**src/rtl/core/prt_pkg.sv**
```systemverilog
// ============================================================================
// prt_pkg - shared types and constants of the prescaled reload timer
// Register offsets, item codes, the queued command and the result item.
// ============================================================================
package prt_pkg;

    // default width of the timer registers
    localparam int REG_WIDTH_DEF = 32;

    // bus and tick fields have fixed widths
    localparam int OFS_W  = 10;
    localparam int DATA_W = 32;
    // tick cycles plus the kept remainder fit in one more bit
    localparam int TOT_W  = DATA_W + 1;

    // depth of the command queue between front and back
    localparam int QDEPTH = 2;

    // mode field codes
    localparam logic [1:0] MODE_READ  = 2'd0;
    localparam logic [1:0] MODE_WRITE = 2'd1;
    localparam logic [1:0] MODE_TICK  = 2'd2;

    // register byte offsets
    localparam logic [OFS_W-1:0] OFS_CONTROL    = 10'h000;
    localparam logic [OFS_W-1:0] OFS_IRQ_ENABLE = 10'h00C;
    localparam logic [OFS_W-1:0] OFS_STATUS     = 10'h010;
    localparam logic [OFS_W-1:0] OFS_PRESCALE   = 10'h028;
    localparam logic [OFS_W-1:0] OFS_RELOAD     = 10'h02C;
    localparam logic [OFS_W-1:0] OFS_COUNT      = 10'h034;

    // bit positions inside control and status
    localparam int ENABLE_BIT = 0;
    localparam int UPDATE_BIT = 0;

    // result status codes
    typedef enum logic [1:0] {
        STAT_OK        = 2'd0,
        STAT_UNALIGNED = 2'd1,
        STAT_FAULT     = 2'd2
    } stat_t;

    // classified operation of one item
    typedef enum logic [2:0] {
        OP_READ,
        OP_WRITE,
        OP_TICK,
        OP_NONE,
        OP_UNALIGNED,
        OP_FAULT
    } op_t;

    // decoded register select
    typedef enum logic [2:0] {
        SEL_CONTROL,
        SEL_IRQ_ENABLE,
        SEL_STATUS,
        SEL_PRESCALE,
        SEL_RELOAD,
        SEL_COUNT
    } sel_t;

    // back end sequencer states
    typedef enum logic [1:0] {
        BK_IDLE,
        BK_PRESCALE,
        BK_RELOAD
    } bk_state_t;

    // command handed from front to back; arg is write data or tick cycles
    typedef struct packed {
        op_t               op;
        sel_t              sel;
        logic [DATA_W-1:0] arg;
    } cmd_t;

    // one result item
    typedef struct packed {
        logic [DATA_W-1:0] read_data;
        stat_t             status;
        logic [DATA_W-1:0] count_now;
        logic              update_pending;
    } res_t;

endpackage

```
**src/rtl/core/prt_front.sv**
```systemverilog
// ============================================================================
// prt_front - item decode and command queue
// Classifies each item into an operation and register select, and holds
// the commands in a short queue until the back end takes them.
// ============================================================================
module prt_front (
    input  logic                          clk,
    input  logic                          rst_n,
    input  logic                          push,
    output logic                          full,
    input  logic [1:0]                    mode,
    input  logic [prt_pkg::OFS_W-1:0]     reg_offset,
    input  logic [prt_pkg::DATA_W-1:0]    write_data,
    input  logic                          word_access,
    input  logic [prt_pkg::DATA_W-1:0]    tick_cycles,
    output logic                          cmd_valid,
    input  logic                          cmd_pop,
    output prt_pkg::cmd_t                 cmd
);

    localparam int PW = (prt_pkg::QDEPTH > 1) ? $clog2(prt_pkg::QDEPTH) : 1;
    localparam int CW = $clog2(prt_pkg::QDEPTH + 1);

    prt_pkg::cmd_t  q_mem [prt_pkg::QDEPTH];
    logic [PW-1:0]  wr_ptr_reg, wr_ptr_next;
    logic [PW-1:0]  rd_ptr_reg, rd_ptr_next;
    logic [CW-1:0]  fill_reg, fill_next;
    prt_pkg::cmd_t  cmd_in;
    prt_pkg::sel_t  sel_dec;
    logic           sel_hit;
    logic           do_push;
    logic           do_pop;

    // offset decode
    always_comb
    begin
        sel_hit = 1'b1;
        sel_dec = prt_pkg::SEL_CONTROL;
        unique case (reg_offset)
            prt_pkg::OFS_CONTROL:    sel_dec = prt_pkg::SEL_CONTROL;
            prt_pkg::OFS_IRQ_ENABLE: sel_dec = prt_pkg::SEL_IRQ_ENABLE;
            prt_pkg::OFS_STATUS:     sel_dec = prt_pkg::SEL_STATUS;
            prt_pkg::OFS_PRESCALE:   sel_dec = prt_pkg::SEL_PRESCALE;
            prt_pkg::OFS_RELOAD:     sel_dec = prt_pkg::SEL_RELOAD;
            prt_pkg::OFS_COUNT:      sel_dec = prt_pkg::SEL_COUNT;
            default:                 sel_hit = 1'b0;
        endcase
    end

    // classify the item; the width check comes before the offset
    always_comb
    begin
        cmd_in.sel = sel_dec;
        cmd_in.arg = write_data;
        priority if (mode == prt_pkg::MODE_READ || mode == prt_pkg::MODE_WRITE)
        begin
            if (!word_access)
                cmd_in.op = prt_pkg::OP_UNALIGNED;
            else if (!sel_hit)
                cmd_in.op = prt_pkg::OP_FAULT;
            else if (mode == prt_pkg::MODE_READ)
                cmd_in.op = prt_pkg::OP_READ;
            else
                cmd_in.op = prt_pkg::OP_WRITE;
        end
        else if (mode == prt_pkg::MODE_TICK)
        begin
            cmd_in.op  = prt_pkg::OP_TICK;
            cmd_in.arg = tick_cycles;
        end
        else
        begin
            cmd_in.op = prt_pkg::OP_NONE;
        end
    end

    // queue pointers and fill level
    assign full      = (fill_reg == CW'(prt_pkg::QDEPTH));
    assign cmd_valid = (fill_reg != '0);
    assign do_push   = push && !full;
    assign do_pop    = cmd_pop && cmd_valid;
    assign cmd       = q_mem[rd_ptr_reg];

    always_comb
    begin
        wr_ptr_next = wr_ptr_reg;
        rd_ptr_next = rd_ptr_reg;
        fill_next   = fill_reg;
        if (do_push)
            wr_ptr_next = (wr_ptr_reg == PW'(prt_pkg::QDEPTH - 1)) ? '0 : wr_ptr_reg + 1'b1;
        if (do_pop)
            rd_ptr_next = (rd_ptr_reg == PW'(prt_pkg::QDEPTH - 1)) ? '0 : rd_ptr_reg + 1'b1;
        if (do_push && !do_pop)
            fill_next = fill_reg + 1'b1;
        else if (do_pop && !do_push)
            fill_next = fill_reg - 1'b1;
    end

    always_ff @(posedge clk or negedge rst_n)
    begin
        if (!rst_n)
        begin
            wr_ptr_reg <= '0;
            rd_ptr_reg <= '0;
            fill_reg   <= '0;
        end
        else
        begin
            wr_ptr_reg <= wr_ptr_next;
            rd_ptr_reg <= rd_ptr_next;
            fill_reg   <= fill_next;
        end
    end

    // queue storage
    always_ff @(posedge clk)
    begin
        if (do_push)
            q_mem[wr_ptr_reg] <= cmd_in;
    end

endmodule

```
**src/rtl/core/prt_divider.sv**
```systemverilog
// ============================================================================
// prt_divider - iterative restoring divider
// One quotient bit per cycle; quotient and remainder hold after done.
// ============================================================================
module prt_divider #(
    parameter int DIVW = prt_pkg::REG_WIDTH_DEF + 1
) (
    input  logic                        clk,
    input  logic                        rst_n,
    input  logic                        start,
    input  logic [prt_pkg::TOT_W-1:0]   dividend,
    input  logic [DIVW-1:0]             divisor,
    output logic                        busy,
    output logic                        done,
    output logic [prt_pkg::TOT_W-1:0]   quotient,
    output logic [DIVW-1:0]             remainder
);

    localparam int NUMW = prt_pkg::TOT_W;
    localparam int RW   = DIVW + 1;
    localparam int CW   = $clog2(NUMW + 1);

    logic [NUMW-1:0] dq_reg, dq_next;
    logic [RW-1:0]   rem_reg, rem_next;
    logic [DIVW-1:0] div_reg, div_next;
    logic [CW-1:0]   step_reg, step_next;
    logic            busy_reg, busy_next;
    logic            done_reg, done_next;
    logic [RW-1:0]   trial;
    logic            fits;

    // one restoring step
    assign trial = {rem_reg[RW-2:0], dq_reg[NUMW-1]};
    assign fits  = (trial >= {1'b0, div_reg});

    always_comb
    begin
        dq_next   = dq_reg;
        rem_next  = rem_reg;
        div_next  = div_reg;
        step_next = step_reg;
        busy_next = busy_reg;
        done_next = 1'b0;
        if (start)
        begin
            dq_next   = dividend;
            rem_next  = '0;
            div_next  = divisor;
            step_next = '0;
            busy_next = 1'b1;
        end
        else if (busy_reg)
        begin
            rem_next  = fits ? (trial - {1'b0, div_reg}) : trial;
            dq_next   = {dq_reg[NUMW-2:0], fits};
            step_next = step_reg + 1'b1;
            if (step_reg == CW'(NUMW - 1))
            begin
                busy_next = 1'b0;
                done_next = 1'b1;
            end
        end
    end

    always_ff @(posedge clk or negedge rst_n)
    begin
        if (!rst_n)
        begin
            busy_reg <= 1'b0;
            done_reg <= 1'b0;
            step_reg <= '0;
        end
        else
        begin
            busy_reg <= busy_next;
            done_reg <= done_next;
            step_reg <= step_next;
        end
    end

    // datapath registers
    always_ff @(posedge clk)
    begin
        dq_reg  <= dq_next;
        rem_reg <= rem_next;
        div_reg <= div_next;
    end

    assign busy      = busy_reg;
    assign done      = done_reg;
    assign quotient  = dq_reg;
    assign remainder = rem_reg[DIVW-1:0];

endmodule

```
**src/rtl/core/prt_back.sv**
```systemverilog
// ============================================================================
// prt_back - register file and tick sequencer
// Carries out queued commands, runs the prescale divide and the reload
// modulo on the shared divider, and holds the result item.
// ============================================================================
module prt_back #(
    parameter int REGISTER_WIDTH = prt_pkg::REG_WIDTH_DEF
) (
    input  logic                          clk,
    input  logic                          rst_n,
    input  logic                          cmd_valid,
    output logic                          cmd_pop,
    input  prt_pkg::cmd_t                 cmd,
    output logic                          div_start,
    output logic [prt_pkg::TOT_W-1:0]     div_dividend,
    output logic [REGISTER_WIDTH:0]       div_divisor,
    input  logic                          div_done,
    input  logic [prt_pkg::TOT_W-1:0]     div_quot,
    input  logic [REGISTER_WIDTH:0]       div_rem,
    output logic                          res_valid,
    input  logic                          res_pop,
    output prt_pkg::res_t                 res
);

    localparam int W = REGISTER_WIDTH;

    prt_pkg::bk_state_t state_reg, state_next;
    logic [W-1:0] ctrl_reg, ctrl_next;
    logic [W-1:0] irqen_reg, irqen_next;
    logic [W-1:0] stat_reg, stat_next;
    logic [W-1:0] psc_reg, psc_next;
    logic [W-1:0] arr_reg, arr_next;
    logic [W-1:0] cnt_reg, cnt_next;
    logic [W-1:0] rem_reg, rem_next;
    logic         res_valid_reg, res_valid_next;
    prt_pkg::res_t res_reg, res_next;

    logic                      slot_free;
    logic                      accept;
    logic                      tick_run;
    logic [W-1:0]              cnt_sum;
    logic                      wrap_hit;
    logic [prt_pkg::DATA_W-1:0] rd_val;
    logic                      finish;
    logic [prt_pkg::DATA_W-1:0] fin_data;
    prt_pkg::stat_t            fin_stat;

    // shared decisions
    assign slot_free = !res_valid_reg || res_pop;
    assign accept    = (state_reg == prt_pkg::BK_IDLE) && cmd_valid && slot_free;
    assign tick_run  = (cmd.op == prt_pkg::OP_TICK) && ctrl_reg[prt_pkg::ENABLE_BIT];
    assign cnt_sum   = cnt_reg + div_quot[W-1:0];
    assign wrap_hit  = (arr_reg != '0) && (cnt_sum >= arr_reg);

    // register read mux
    always_comb
    begin
        rd_val = '0;
        unique case (cmd.sel)
            prt_pkg::SEL_CONTROL:    rd_val = prt_pkg::DATA_W'(ctrl_reg);
            prt_pkg::SEL_IRQ_ENABLE: rd_val = prt_pkg::DATA_W'(irqen_reg);
            prt_pkg::SEL_STATUS:     rd_val = prt_pkg::DATA_W'(stat_reg);
            prt_pkg::SEL_PRESCALE:   rd_val = prt_pkg::DATA_W'(psc_reg);
            prt_pkg::SEL_RELOAD:     rd_val = prt_pkg::DATA_W'(arr_reg);
            prt_pkg::SEL_COUNT:      rd_val = prt_pkg::DATA_W'(cnt_reg);
            default:                 rd_val = '0;
        endcase
    end

    // next state
    always_comb
    begin
        state_next = state_reg;
        unique case (state_reg)
            prt_pkg::BK_IDLE:
            begin
                if (accept && tick_run)
                    state_next = prt_pkg::BK_PRESCALE;
            end
            prt_pkg::BK_PRESCALE:
            begin
                if (div_done)
                    state_next = wrap_hit ? prt_pkg::BK_RELOAD : prt_pkg::BK_IDLE;
            end
            prt_pkg::BK_RELOAD:
            begin
                if (div_done)
                    state_next = prt_pkg::BK_IDLE;
            end
            default: state_next = prt_pkg::BK_IDLE;
        endcase
    end

    // register updates, divider control and result
    always_comb
    begin
        ctrl_next      = ctrl_reg;
        irqen_next     = irqen_reg;
        stat_next      = stat_reg;
        psc_next       = psc_reg;
        arr_next       = arr_reg;
        cnt_next       = cnt_reg;
        rem_next       = rem_reg;
        res_valid_next = res_valid_reg && !res_pop;
        res_next       = res_reg;
        cmd_pop        = 1'b0;
        div_start      = 1'b0;
        div_dividend   = prt_pkg::TOT_W'(cmd.arg) + prt_pkg::TOT_W'(rem_reg);
        div_divisor    = (W+1)'(psc_reg) + (W+1)'(1);
        finish         = 1'b0;
        fin_data       = '0;
        fin_stat       = prt_pkg::STAT_OK;
        unique case (state_reg)
            prt_pkg::BK_IDLE:
            begin
                if (accept)
                begin
                    cmd_pop = 1'b1;
                    unique case (cmd.op)
                        prt_pkg::OP_READ:
                        begin
                            finish   = 1'b1;
                            fin_data = rd_val;
                        end
                        prt_pkg::OP_WRITE:
                        begin
                            finish = 1'b1;
                            unique case (cmd.sel)
                                prt_pkg::SEL_CONTROL:    ctrl_next  = cmd.arg[W-1:0];
                                prt_pkg::SEL_IRQ_ENABLE: irqen_next = cmd.arg[W-1:0];
                                prt_pkg::SEL_STATUS:     stat_next  = cmd.arg[W-1:0];
                                prt_pkg::SEL_PRESCALE:   psc_next   = cmd.arg[W-1:0];
                                prt_pkg::SEL_RELOAD:     arr_next   = cmd.arg[W-1:0];
                                prt_pkg::SEL_COUNT:      cnt_next   = cmd.arg[W-1:0];
                                default:                 finish     = 1'b1;
                            endcase
                        end
                        prt_pkg::OP_TICK:
                        begin
                            // disabled tick answers at once
                            if (tick_run)
                                div_start = 1'b1;
                            else
                                finish = 1'b1;
                        end
                        prt_pkg::OP_UNALIGNED:
                        begin
                            finish   = 1'b1;
                            fin_stat = prt_pkg::STAT_UNALIGNED;
                        end
                        prt_pkg::OP_FAULT:
                        begin
                            finish   = 1'b1;
                            fin_stat = prt_pkg::STAT_FAULT;
                        end
                        default: finish = 1'b1;
                    endcase
                end
            end
            prt_pkg::BK_PRESCALE:
            begin
                div_dividend = prt_pkg::TOT_W'(cnt_sum);
                div_divisor  = (W+1)'(arr_reg);
                if (div_done)
                begin
                    rem_next = div_rem[W-1:0];
                    cnt_next = cnt_sum;
                    if (wrap_hit)
                    begin
                        // counter reached reload: flag and fold back
                        stat_next[prt_pkg::UPDATE_BIT] = 1'b1;
                        div_start = 1'b1;
                    end
                    else
                    begin
                        finish = 1'b1;
                    end
                end
            end
            prt_pkg::BK_RELOAD:
            begin
                div_dividend = prt_pkg::TOT_W'(cnt_reg);
                div_divisor  = (W+1)'(arr_reg);
                if (div_done)
                begin
                    cnt_next = div_rem[W-1:0];
                    finish   = 1'b1;
                end
            end
            default: finish = 1'b0;
        endcase
        if (finish)
        begin
            res_valid_next          = 1'b1;
            res_next.read_data      = fin_data;
            res_next.status         = fin_stat;
            res_next.count_now      = prt_pkg::DATA_W'(cnt_next);
            res_next.update_pending = stat_next[prt_pkg::UPDATE_BIT];
        end
    end

    // control and timer registers
    always_ff @(posedge clk or negedge rst_n)
    begin
        if (!rst_n)
        begin
            state_reg     <= prt_pkg::BK_IDLE;
            ctrl_reg      <= '0;
            irqen_reg     <= '0;
            stat_reg      <= '0;
            psc_reg       <= '0;
            arr_reg       <= '0;
            cnt_reg       <= '0;
            rem_reg       <= '0;
            res_valid_reg <= 1'b0;
        end
        else
        begin
            state_reg     <= state_next;
            ctrl_reg      <= ctrl_next;
            irqen_reg     <= irqen_next;
            stat_reg      <= stat_next;
            psc_reg       <= psc_next;
            arr_reg       <= arr_next;
            cnt_reg       <= cnt_next;
            rem_reg       <= rem_next;
            res_valid_reg <= res_valid_next;
        end
    end

    // result payload
    always_ff @(posedge clk)
    begin
        res_reg <= res_next;
    end

    assign res_valid = res_valid_reg;
    assign res       = res_reg;

endmodule

```
**src/rtl/core/prescaled_reload_timer.sv**
```systemverilog
// ============================================================================
// prescaled_reload_timer - timer with prescaler and auto-reload
// Bus reads and writes of six registers and ticks of elapsed cycles.
//
//   channel   handshake          payload
//   input     push / full        mode, reg_offset, write_data, word_access,
//                                tick_cycles
//   result    empty / pop        read_data, status, count_now, update_pending
//
// A read, write, fault or disabled tick is answered as the back end takes it.
// An enabled tick runs the prescale divide in the shared restoring divider,
// then the reload modulo when the counter wraps. Reset clears the control,
// timer and handshake registers but not the queue, result or divider data.
// A two-entry command queue takes items while the back end is busy; the back
// end holds off when its result register is still waiting to be popped.
// ============================================================================
module prescaled_reload_timer #(
    parameter int REGISTER_WIDTH = prt_pkg::REG_WIDTH_DEF
) (
    input  logic                          clk,
    input  logic                          rst_n,
    input  logic                          push,
    output logic                          full,
    input  logic [1:0]                    mode,
    input  logic [prt_pkg::OFS_W-1:0]     reg_offset,
    input  logic [prt_pkg::DATA_W-1:0]    write_data,
    input  logic                          word_access,
    input  logic [prt_pkg::DATA_W-1:0]    tick_cycles,
    output logic                          empty,
    input  logic                          pop,
    output logic [prt_pkg::DATA_W-1:0]    read_data,
    output logic [1:0]                    status,
    output logic [prt_pkg::DATA_W-1:0]    count_now,
    output logic                          update_pending
);

    logic                          cmd_valid;
    logic                          cmd_pop;
    prt_pkg::cmd_t                 cmd;
    logic                          div_start;
    logic [prt_pkg::TOT_W-1:0]     div_dividend;
    logic [REGISTER_WIDTH:0]       div_divisor;
    logic                          div_busy;
    logic                          div_done;
    logic [prt_pkg::TOT_W-1:0]     div_quot;
    logic [REGISTER_WIDTH:0]       div_rem;
    logic                          res_valid;
    prt_pkg::res_t                 res;

    // front: decode and queue
    prt_front u_front (
        .clk         (clk),
        .rst_n       (rst_n),
        .push        (push),
        .full        (full),
        .mode        (mode),
        .reg_offset  (reg_offset),
        .write_data  (write_data),
        .word_access (word_access),
        .tick_cycles (tick_cycles),
        .cmd_valid   (cmd_valid),
        .cmd_pop     (cmd_pop),
        .cmd         (cmd)
    );

    // back: registers and sequencer
    prt_back #(
        .REGISTER_WIDTH (REGISTER_WIDTH)
    ) u_back (
        .clk          (clk),
        .rst_n        (rst_n),
        .cmd_valid    (cmd_valid),
        .cmd_pop      (cmd_pop),
        .cmd          (cmd),
        .div_start    (div_start),
        .div_dividend (div_dividend),
        .div_divisor  (div_divisor),
        .div_done     (div_done),
        .div_quot     (div_quot),
        .div_rem      (div_rem),
        .res_valid    (res_valid),
        .res_pop      (pop),
        .res          (res)
    );

    // shared divider
    prt_divider #(
        .DIVW (REGISTER_WIDTH + 1)
    ) u_divider (
        .clk       (clk),
        .rst_n     (rst_n),
        .start     (div_start),
        .dividend  (div_dividend),
        .divisor   (div_divisor),
        .busy      (div_busy),
        .done      (div_done),
        .quotient  (div_quot),
        .remainder (div_rem)
    );

    // result ports
    assign empty          = !res_valid;
    assign read_data      = res.read_data;
    assign status         = res.status;
    assign count_now      = res.count_now;
    assign update_pending = res.update_pending;

    // back end never takes from an empty queue
    a_pop_has_cmd: assert property (@(posedge clk) disable iff (!rst_n)
        cmd_pop |-> cmd_valid)
        else $error("command taken from empty queue");

    // divider is never restarted mid-run
    a_div_idle_start: assert property (@(posedge clk) disable iff (!rst_n)
        div_start |-> !div_busy)
        else $error("divider started while busy");

    // a divide started is still running on the next cycle
    a_div_runs: assert property (@(posedge clk) disable iff (!rst_n)
        div_start |=> div_busy && !div_done)
        else $error("divider did not start");

endmodule
```
**config.mk**
```make
export PLATFORM = sky130hd
export DESIGN_NAME = prescaled_reload_timer
export DESIGN_NICKNAME = d
export VERILOG_FILES = /design/src/rtl/core/prt_pkg.sv /design/src/rtl/core/prt_front.sv /design/src/rtl/core/prt_divider.sv /design/src/rtl/core/prt_back.sv /design/src/rtl/core/prescaled_reload_timer.sv
export SDC_FILE = /design/constraint.sdc
export NUM_CORES = 1
export LEC_CHECK = 0
export BUFFER_PORTS_ARGS = -buffer_cell sky130_fd_sc_hd__buf_4
export CORE_UTILIZATION = 58
export DETAILED_ROUTE_END_ITERATION = 10
export PLACE_DENSITY = 0.83
export SLEW_MARGIN = 20
export SYNTH_ARGS = -nofsm -noshare
export SYNTH_HDL_FRONTEND = slang
export SYNTH_HIERARCHICAL = 1
export SYNTH_SLANG_ARGS = --single-unit
```
**constraint.sdc**
```tcl
create_clock -name clk -period 8.85 [get_ports clk]
set_clock_uncertainty 0.1 [all_clocks]
set_input_delay 0.4425 -clock clk [delete_from_list [all_inputs] [get_ports clk]]
set_output_delay 0.4425 -clock clk [all_outputs]
set_load 0.01 [all_outputs]
```
==> flow_metrics.py, run 1 <==
metrics = {
    "clock_network": {
        "cts.sinks": 481,
        "clock_path_buffers": 3,
        "post_cts_resized": 0,
        "cts-htree-levels": 2,
        "root_buffer": "clkbuf_16",
        "path_clk_slew_ns": 0.06,
        "clock_latency_ns": 0.61,
        "cts_tree": "yes",
        "numCtsBuffers": 50,
    },
    "synth": {
        "synthMuxAreaShare": 0.115,
        "synthAdderAreaFrac": 0.0634,
        "ys.flop_type": "dfrtp_1",
        "synth_top_family_by_area": "compound AO/OA/AOI/OAI gates",
        "ys_async_sr_fraction": 0.497,
        "syn_nets": 2788,
        "ys_warn_count": 6,
        "ys_seq_elements": 481,
        "synth_edf_count": 209,
        "synthXorXnorAreaFrac": 0.0378,
        "synth-compound-area-share": 0.182,
        "avgSynthCellArea_um2": 10.8,
        "syn-cell-area_um2": 27800,
        "yosysSeqAreaShare": 0.465,
        "yosys.area_share.simple": 0.0962,
        "syn_inst": 2568,
        "yosysUniqueCellTypes": 101,
    },
    "cells_and_area": {
        "layout-drive-gt1-share": 0.213,
        "syn_to_final_growth_pct": 11.6,
        "n_antenna_cell": 0,
        "finish.utilization": 0.661,
        "fin_cells": 3306,
        "final_common_cell": "nand2_1",
        "nFillCells": 3517,
        "fin_nets": 2877,
        "largest_reg_flops": 76,
        "mostFrequentLayoutCells": "241 x nand2_1, 238 x dfrtp_1, 218 x mux2_2, 209 x edfxtp_1, 176 x buf_4",
        "design_area_um2": 31000,
    },
    "timing": {
        "finalCritPeriodShare": 0.806,
        "holdWs_ns": 0.0488,
        "tightest_slew_ns": 1.14,
        "hold_viol": 0,
        "rsz0062_at_grt": "false",
        "setup_ws_ns": 1.72,
        "setup_viol": 0,
        "maxSlewHeadroom": 0.239,
        "slew_viol_final": 0,
        "setup_tns_ns": 0,
        "fin_crit_ns": 7.13,
        "fmax_ghz": 0.140,
    },
    "worst_hold_path": {
        "holdPathStages": 2,
        "hold_class": "in -> reg",
    },
    "power": {
        "ir_drop_mv": 0.291,
        "powerDensity_nw_per_um2": 325,
        "p_leak_nw": 13.3,
        "power_frac_seq": 0.366,
        "clockPowerShare": 0.216,
        "internal_power_mw": 5.92,
        "power_mw": 10.1,
        "p_comb_frac": 0.418,
        "switching_power_mw": 4.14,
        "sw_frac_of_total": 0.412,
    },
    "floorplan": {
        "io_pins": 150,
        "dieArea_um2": 48800,
        "core_um2": 46900,
        "start_util": 0.593,
        "fp-row-count": 79,
        "fp.dieH_um": 221,
        "die_x_um": 221,
    },
    "routing": {
        "met3_length_mm": 10.4,
        "drcViolationCount": 1,
        "drt-met1-wl_mm": 34.9,
        "drt-initial-drc-count": 3067,
        "dr_wl_met2_mm": 36.7,
        "highest_layer": "met4",
        "vias_per_cell": 6.77,
        "postRouteAntennaNets": 0,
        "firstDrtPassIters": 10,
        "wl_per_cell_um": 25.7,
        "vias": 22400,
        "drt_wl_total_mm": 84.9,
    },
    "place": {
        "place_ws_ns": 1.84,
        "io_buffers": 149,
        "dp.cells": 3210,
        "place_area_um2": 29300,
        "gp_congestion": 0.993,
        "place_hpwl_mm": 59.5,
    },
    "setup_path": {
        "crit_chain": "ha_1, fa_1, a211oi_1, o21a_1, a211oi_2, o31ai_4, o31ai_2, a221oi_4, mux2i_1, a2111o_1, ha_1, nand4_1, nor4_1, or4b_2, a31oi_1, nand2_1, nand2_4, buf_12, mux2_2",
        "worstSetupEndpointType": "flop",
        "crit_slowest_cell": "or4b_2",
        "crit_arrival_ns": 7.38,
        "max_stage_delay_ns": 0.63,
        "critPathLaunchType": "flop",
        "required_ns": 9.10,
        "cp_max_fo": 85,
        "worstRegToRegCells": 19,
        "path_class": "reg -> reg",
        "path_common_cell": "ha_1",
    },
    "status": {
        "violations": "DRC",
        "status": "finished, violations left",
    },
    "grt": {
        "grt.total_usage": 0.343,
        "grt_pass1_wl_mm": 129,
        "grt_max_degree": 103,
        "grt_overflow": 0,
        "grt_antenna_before_repair": 2,
        "grt_pass1_vias": 21700,
    },
    "run": {
        "maxCapViolCount": 0,
    },
}
per-layer routing:
metal / vias to the layer above / track usage
met2: 1399 / 0.511
met5: - / 0
met4: 0 / 0.113
met3: 206 / 0.101
li1: 9768 / -
met1: 11000 / 0.480
path summary, 6_finish.rpt:
| check | startpoint | to | slack [ns] |
|---|---|---|---|
| worst max-delay path | u_back/cnt_reg[0] | u_divider/quotient[2] | 1.72 |
| worst min-delay path | write_data[4] | u_front/q_mem[1][4] | 0.05 |
| min in group asynchronous | rst_n | u_back/rem_reg[0] | 0.39 |
| max in group asynchronous | rst_n | u_back/ctrl_reg[27] | 6.86 |
| worst min register to register | u_back/rem_reg[6] | u_back/rem_reg[6] | 0.39 |
| worst max register to register | u_back/cnt_reg[0] | u_divider/quotient[2] | 1.72 |
worst max-delay path: cells and delay by family (launching register included):
| family | cells | cell delay [ns] |
|---|---|---|
| DFF | 1 | 0.44 |
| AOI/OAI and AO/OA | 8 | 2.53 |
| buffers and inverters | 1 | 0.43 |
| adders and majority gates | 3 | 1.01 |
| and+or+nand+nor | 5 | 1.83 |
| muxes | 2 | 0.51 |
power by group through the flow:
stage                     logic (mW)  clock network (mW)  registers, mW
final                           4.21                2.17           3.68
after global routing            4.48                2.28           3.73
after CTS                       4.08                2.19           3.65
after detailed placement        4.04                   0           3.67
after global placement          3.94                   0           3.62
after floorplan                 2.62                   0           3.55
repair_timing:
item,4_1_cts,5_1_grt
endpoints found under the hold margin,102,0
buffers inserted,0,0
hold buffers,2,0
cells in the mapped netlist (11+ instances only):
| master | n | area, µm² |
|---|---|---|
| a31oi_1 | 52 | 325 |
| nand2_1 | 243 | 912 |
| ha_1 | 136 | 1700 |
| and3_1 | 26 | 163 |
| edfxtp_1 | 209 | 6280 |
| mux2_2 | 218 | 2450 |
| a221oi_1 | 38 | 333 |
| nor4_1 | 11 | 68.8 |
| xnor2_1 | 51 | 447 |
| a21o_1 | 47 | 353 |
| dfxtp_1 | 33 | 661 |
| a211oi_1 | 28 | 210 |
| mux2i_1 | 17 | 170 |
| dfrtp_1 | 239 | 5980 |
| a22oi_1 | 104 | 781 |
| o21ai_0 | 102 | 510 |
| nor2_1 | 123 | 462 |
| nand2b_1 | 14 | 87.6 |
| clkbuf_1 | 108 | 405 |
| o211ai_1 | 16 | 120 |
| a211oi_2 | 14 | 175 |
| nor3_1 | 21 | 105 |
| nor2b_1 | 17 | 106 |
| mux2_4 | 29 | 435 |
| nand3_1 | 38 | 190 |
| nand4_1 | 26 | 163 |
| inv_1 | 120 | 450 |
| xor2_1 | 69 | 604 |
| mux2_1 | 11 | 124 |
| a21oi_1 | 175 | 876 |
| o21a_1 | 13 | 97.6 |
| a221o_1 | 26 | 260 |
kinds of logic after synthesis:
logic type / Yosys count
AOI/OAI and AO/OA: 715
and+or+nand+nor: 573
DFF: 481
muxes: 275
buffers and inverters: 265
adders and majority gates: 139
xor gates and xnor gates: 120
cell type report:
| cell class | instances | area (µm²) | area share |
|---|---|---|---|
| Clock inverter | 28 | 295 | 0.00953 |
| Multi-Input combinational cell | 1822 | 13800 | 0.445 |
| Sequential cell | 481 | 12900 | 0.417 |
| Timing Repair Buffer | 181 | 1390 | 0.0448 |
| Tap cell | 607 | 759 | 0.0245 |
| Inverter | 121 | 454 | 0.0147 |
| Clock buffer | 66 | 1380 | 0.0447 |
Note: power is estimated with default switching activity, not from simulation.
==> run 2, diff against run 1 <==
Settings changed: CORE_UTILIZATION 58 to 56, PLACE_DENSITY 0.83 to 0.84.
Clock period 8.85 ns to 6.4 ns, I/O delays scaled along.
==> run 2 against run 1 <==
  * The flow now finishes without violations
  * Register-to-register slack got worse by 1.4 ns
  * Sequential power up 39%
  * First-iteration DRC count shrank 0.65%
  * Total power rose by 40%
  * Fmax is 16% higher
  * Final area is 2.8% higher
  * Combinational power increased by 44%
  * Largest power group unchanged
  * Wire length up 5.3%
  * Sequential cell count did not move
  * Via count grew 2.4%
==> flow_metrics.py, run 2 (same netlist as run 1, synthesis figures left out) <==
metrics = {
    "status": {
        "status": "finished clean",
    },
    "setup_path": {
        "worstSetupEndpointType": "flop",
        "critPathLaunchType": "flop",
        "worstRegToRegCells": 19,
        "cp_max_fo": 32,
        "timing.rr.end": "u_divider/quotient[28]",
        "r2r_slack_ns": 0.27,
        "path_class": "reg -> reg",
        "required_ns": 6.65,
        "worstReg2RegStart": "u_back/cnt_reg[0]",
        "crit_arrival_ns": 6.37,
    },
    "floorplan": {
        "fp-row-count": 81,
        "die_x_um": 225,
        "core_um2": 49000,
        "start_util": 0.567,
        "fp.dieH_um": 225,
        "dieArea_um2": 50500,
        "io_pins": 150,
    },
    "routing": {
        "postRouteAntennaNets": 0,
        "wl_per_cell_um": 26.0,
        "drt_wl_total_mm": 89.4,
        "drt-initial-drc-count": 3047,
        "vias_per_cell": 6.65,
        "drcViolationCount": 0,
        "vias": 22900,
        "firstDrtPassIters": 7,
    },
    "worst_hold_path": {
        "hold_end": "u_front/q_mem[0][35]",
        "hold_class": "in -> reg",
        "min_from": "mode[0]",
        "holdPathStages": 3,
    },
    "power": {
        "power_frac_seq": 0.363,
        "clockPowerShare": 0.207,
        "ir_drop_mv": 0.367,
        "p_leak_nw": 13.6,
        "powerDensity_nw_per_um2": 442,
        "power_mw": 14.1,
        "switching_power_mw": 5.87,
        "p_comb_frac": 0.430,
        "sw_frac_of_total": 0.417,
        "internal_power_mw": 8.21,
    },
    "timing": {
        "holdWs_ns": 0.0406,
        "tightest_slew_ns": 1.07,
        "hold_viol": 0,
        "slew_viol_final": 0,
        "finalCritPeriodShare": 0.957,
        "fin_crit_ns": 6.13,
        "fmax_ghz": 0.163,
        "setup_tns_ns": 0,
        "setup_viol": 0,
        "rsz0062_at_grt": "false",
        "setup_ws_ns": 0.273,
        "maxSlewHeadroom": 0.290,
    },
    "cells_and_area": {
        "ff_latch_area_um2": 12900,
        "largest_reg_flops": 76,
        "multiInputGateArea_um2": 13800,
        "fin_cells": 3446,
        "nFillCells": 3537,
        "final_common_cell": "nand2_1",
        "mostFrequentLayoutCells": "241 x nand2_1, 238 x dfrtp_1, 218 x mux2_2, 209 x edfxtp_1, 189 x buf_4",
        "layout-drive-gt1-share": 0.214,
        "fin_nets": 2961,
        "syn_to_final_growth_pct": 14.7,
    },
    "clock_network": {
        "cts-htree-levels": 2,
        "numCtsBuffers": 49,
        "clock_latency_ns": 0.61,
        "path_clk_slew_ns": 0.06,
        "cts.sinks": 481,
        "root_buffer": "clkbuf_16",
        "cts_tree": "yes",
        "clock_path_buffers": 3,
    },
    "place": {
        "place_hpwl_mm": 60.3,
        "gp_congestion": 1.02,
        "place_ws_ns": 0.331,
        "dp.cells": 3280,
        "io_buffers": 149,
    },
    "run": {
        "maxCapViolCount": 0,
    },
    "grt": {
        "grt_pass1_vias": 22500,
        "grt.total_usage": 0.353,
        "grt_max_degree": 83,
        "grt_overflow": 0,
        "grt_pass1_wl_mm": 135,
        "grt_antenna_before_repair": 3,
    },
}
==> run 2: area by class of cell <==
type                    count  share of cell area
well taps                 664              0.0261
flip-flops and latches    481               0.405
clock inverters            28             0.00825
diodes                      1           0.0000785
inverters                 121              0.0144
repair buffers            266              0.0705
multi-input cells        1822               0.434
clock buffers              63              0.0418
==> run 2: worst max path at each step <==
stage	startpoint	end	slack, ns	depth (start not counted)
finish	u_back/cnt_reg[0]	u_divider/quotient[28]	0.27	19
global route	u_back/cnt_reg[0]	u_divider/quotient[28]	0.004	19
floorplan	u_back/cnt_reg[0]	u_divider/quotient[0]	0.06	22
detailed placement	u_back/cnt_reg[0]	u_divider/quotient[7]	0.33	19
CTS	u_divider/quotient[0]	u_divider/quotient[28]	0.31	19
global placement	u_divider/quotient[0]	u_divider/quotient[5]	0.39	19
==> run 2: what timing repair did <==
item,4_1_cts,5_1_grt
hold buffers,69,0
hold endpoints to repair,151,0
setup buffers,0,4
gates resized for setup,0,3
setup endpoints to repair,0,54
==> run 2: power groups by stage <==
stage | logic [mW] | clock network, mW | registers (mW)
after floorplan | 3.65 | 0 | 4.90
after global placement | 5.57 | 0 | 5.03
after detailed placement | 5.71 | 0 | 5.08
after CTS | 5.82 | 2.92 | 5.04
after global routing | 6.42 | 3.05 | 5.16
final | 6.06 | 2.92 | 5.10
==> run 2: layer usage <==
layer,share of wire,wire length [µm],track usage
met5,0.00021,19,0
met2,0.45,40000,0.542
met4,0.041,3630,0.147
met3,0.11,10200,0.0937
met1,0.40,35600,0.474
==> run 2: critical path, cell delays in order (launching register included) <==
cell and delay, ns:
dfrtp_1 0.43, ha_1 0.23, fa_1 0.43, a211oi_1 0.26
o21a_1 0.24, a211oi_2 0.15, o31ai_4 0.36, o31ai_2 0.18
a221oi_4 0.31, mux2i_1 0.12, a2111o_1 0.47, ha_1 0.35
nand4_1 0.15, nor4_2 0.31, or4b_2 0.62, a31oi_2 0.18
nand2_1 0.17, nand2_8 0.20, buf_12 0.22, mux2_2 0.36
==> run 2: metrics by stage <==
stage,utilization,cell area [µm²]
final,0.651,31900
after floorplan,-,27800
after CTS,0.650,31800
after detailed placement,0.603,29500
after global placement,0.603,29500
after global routing,0.651,31900
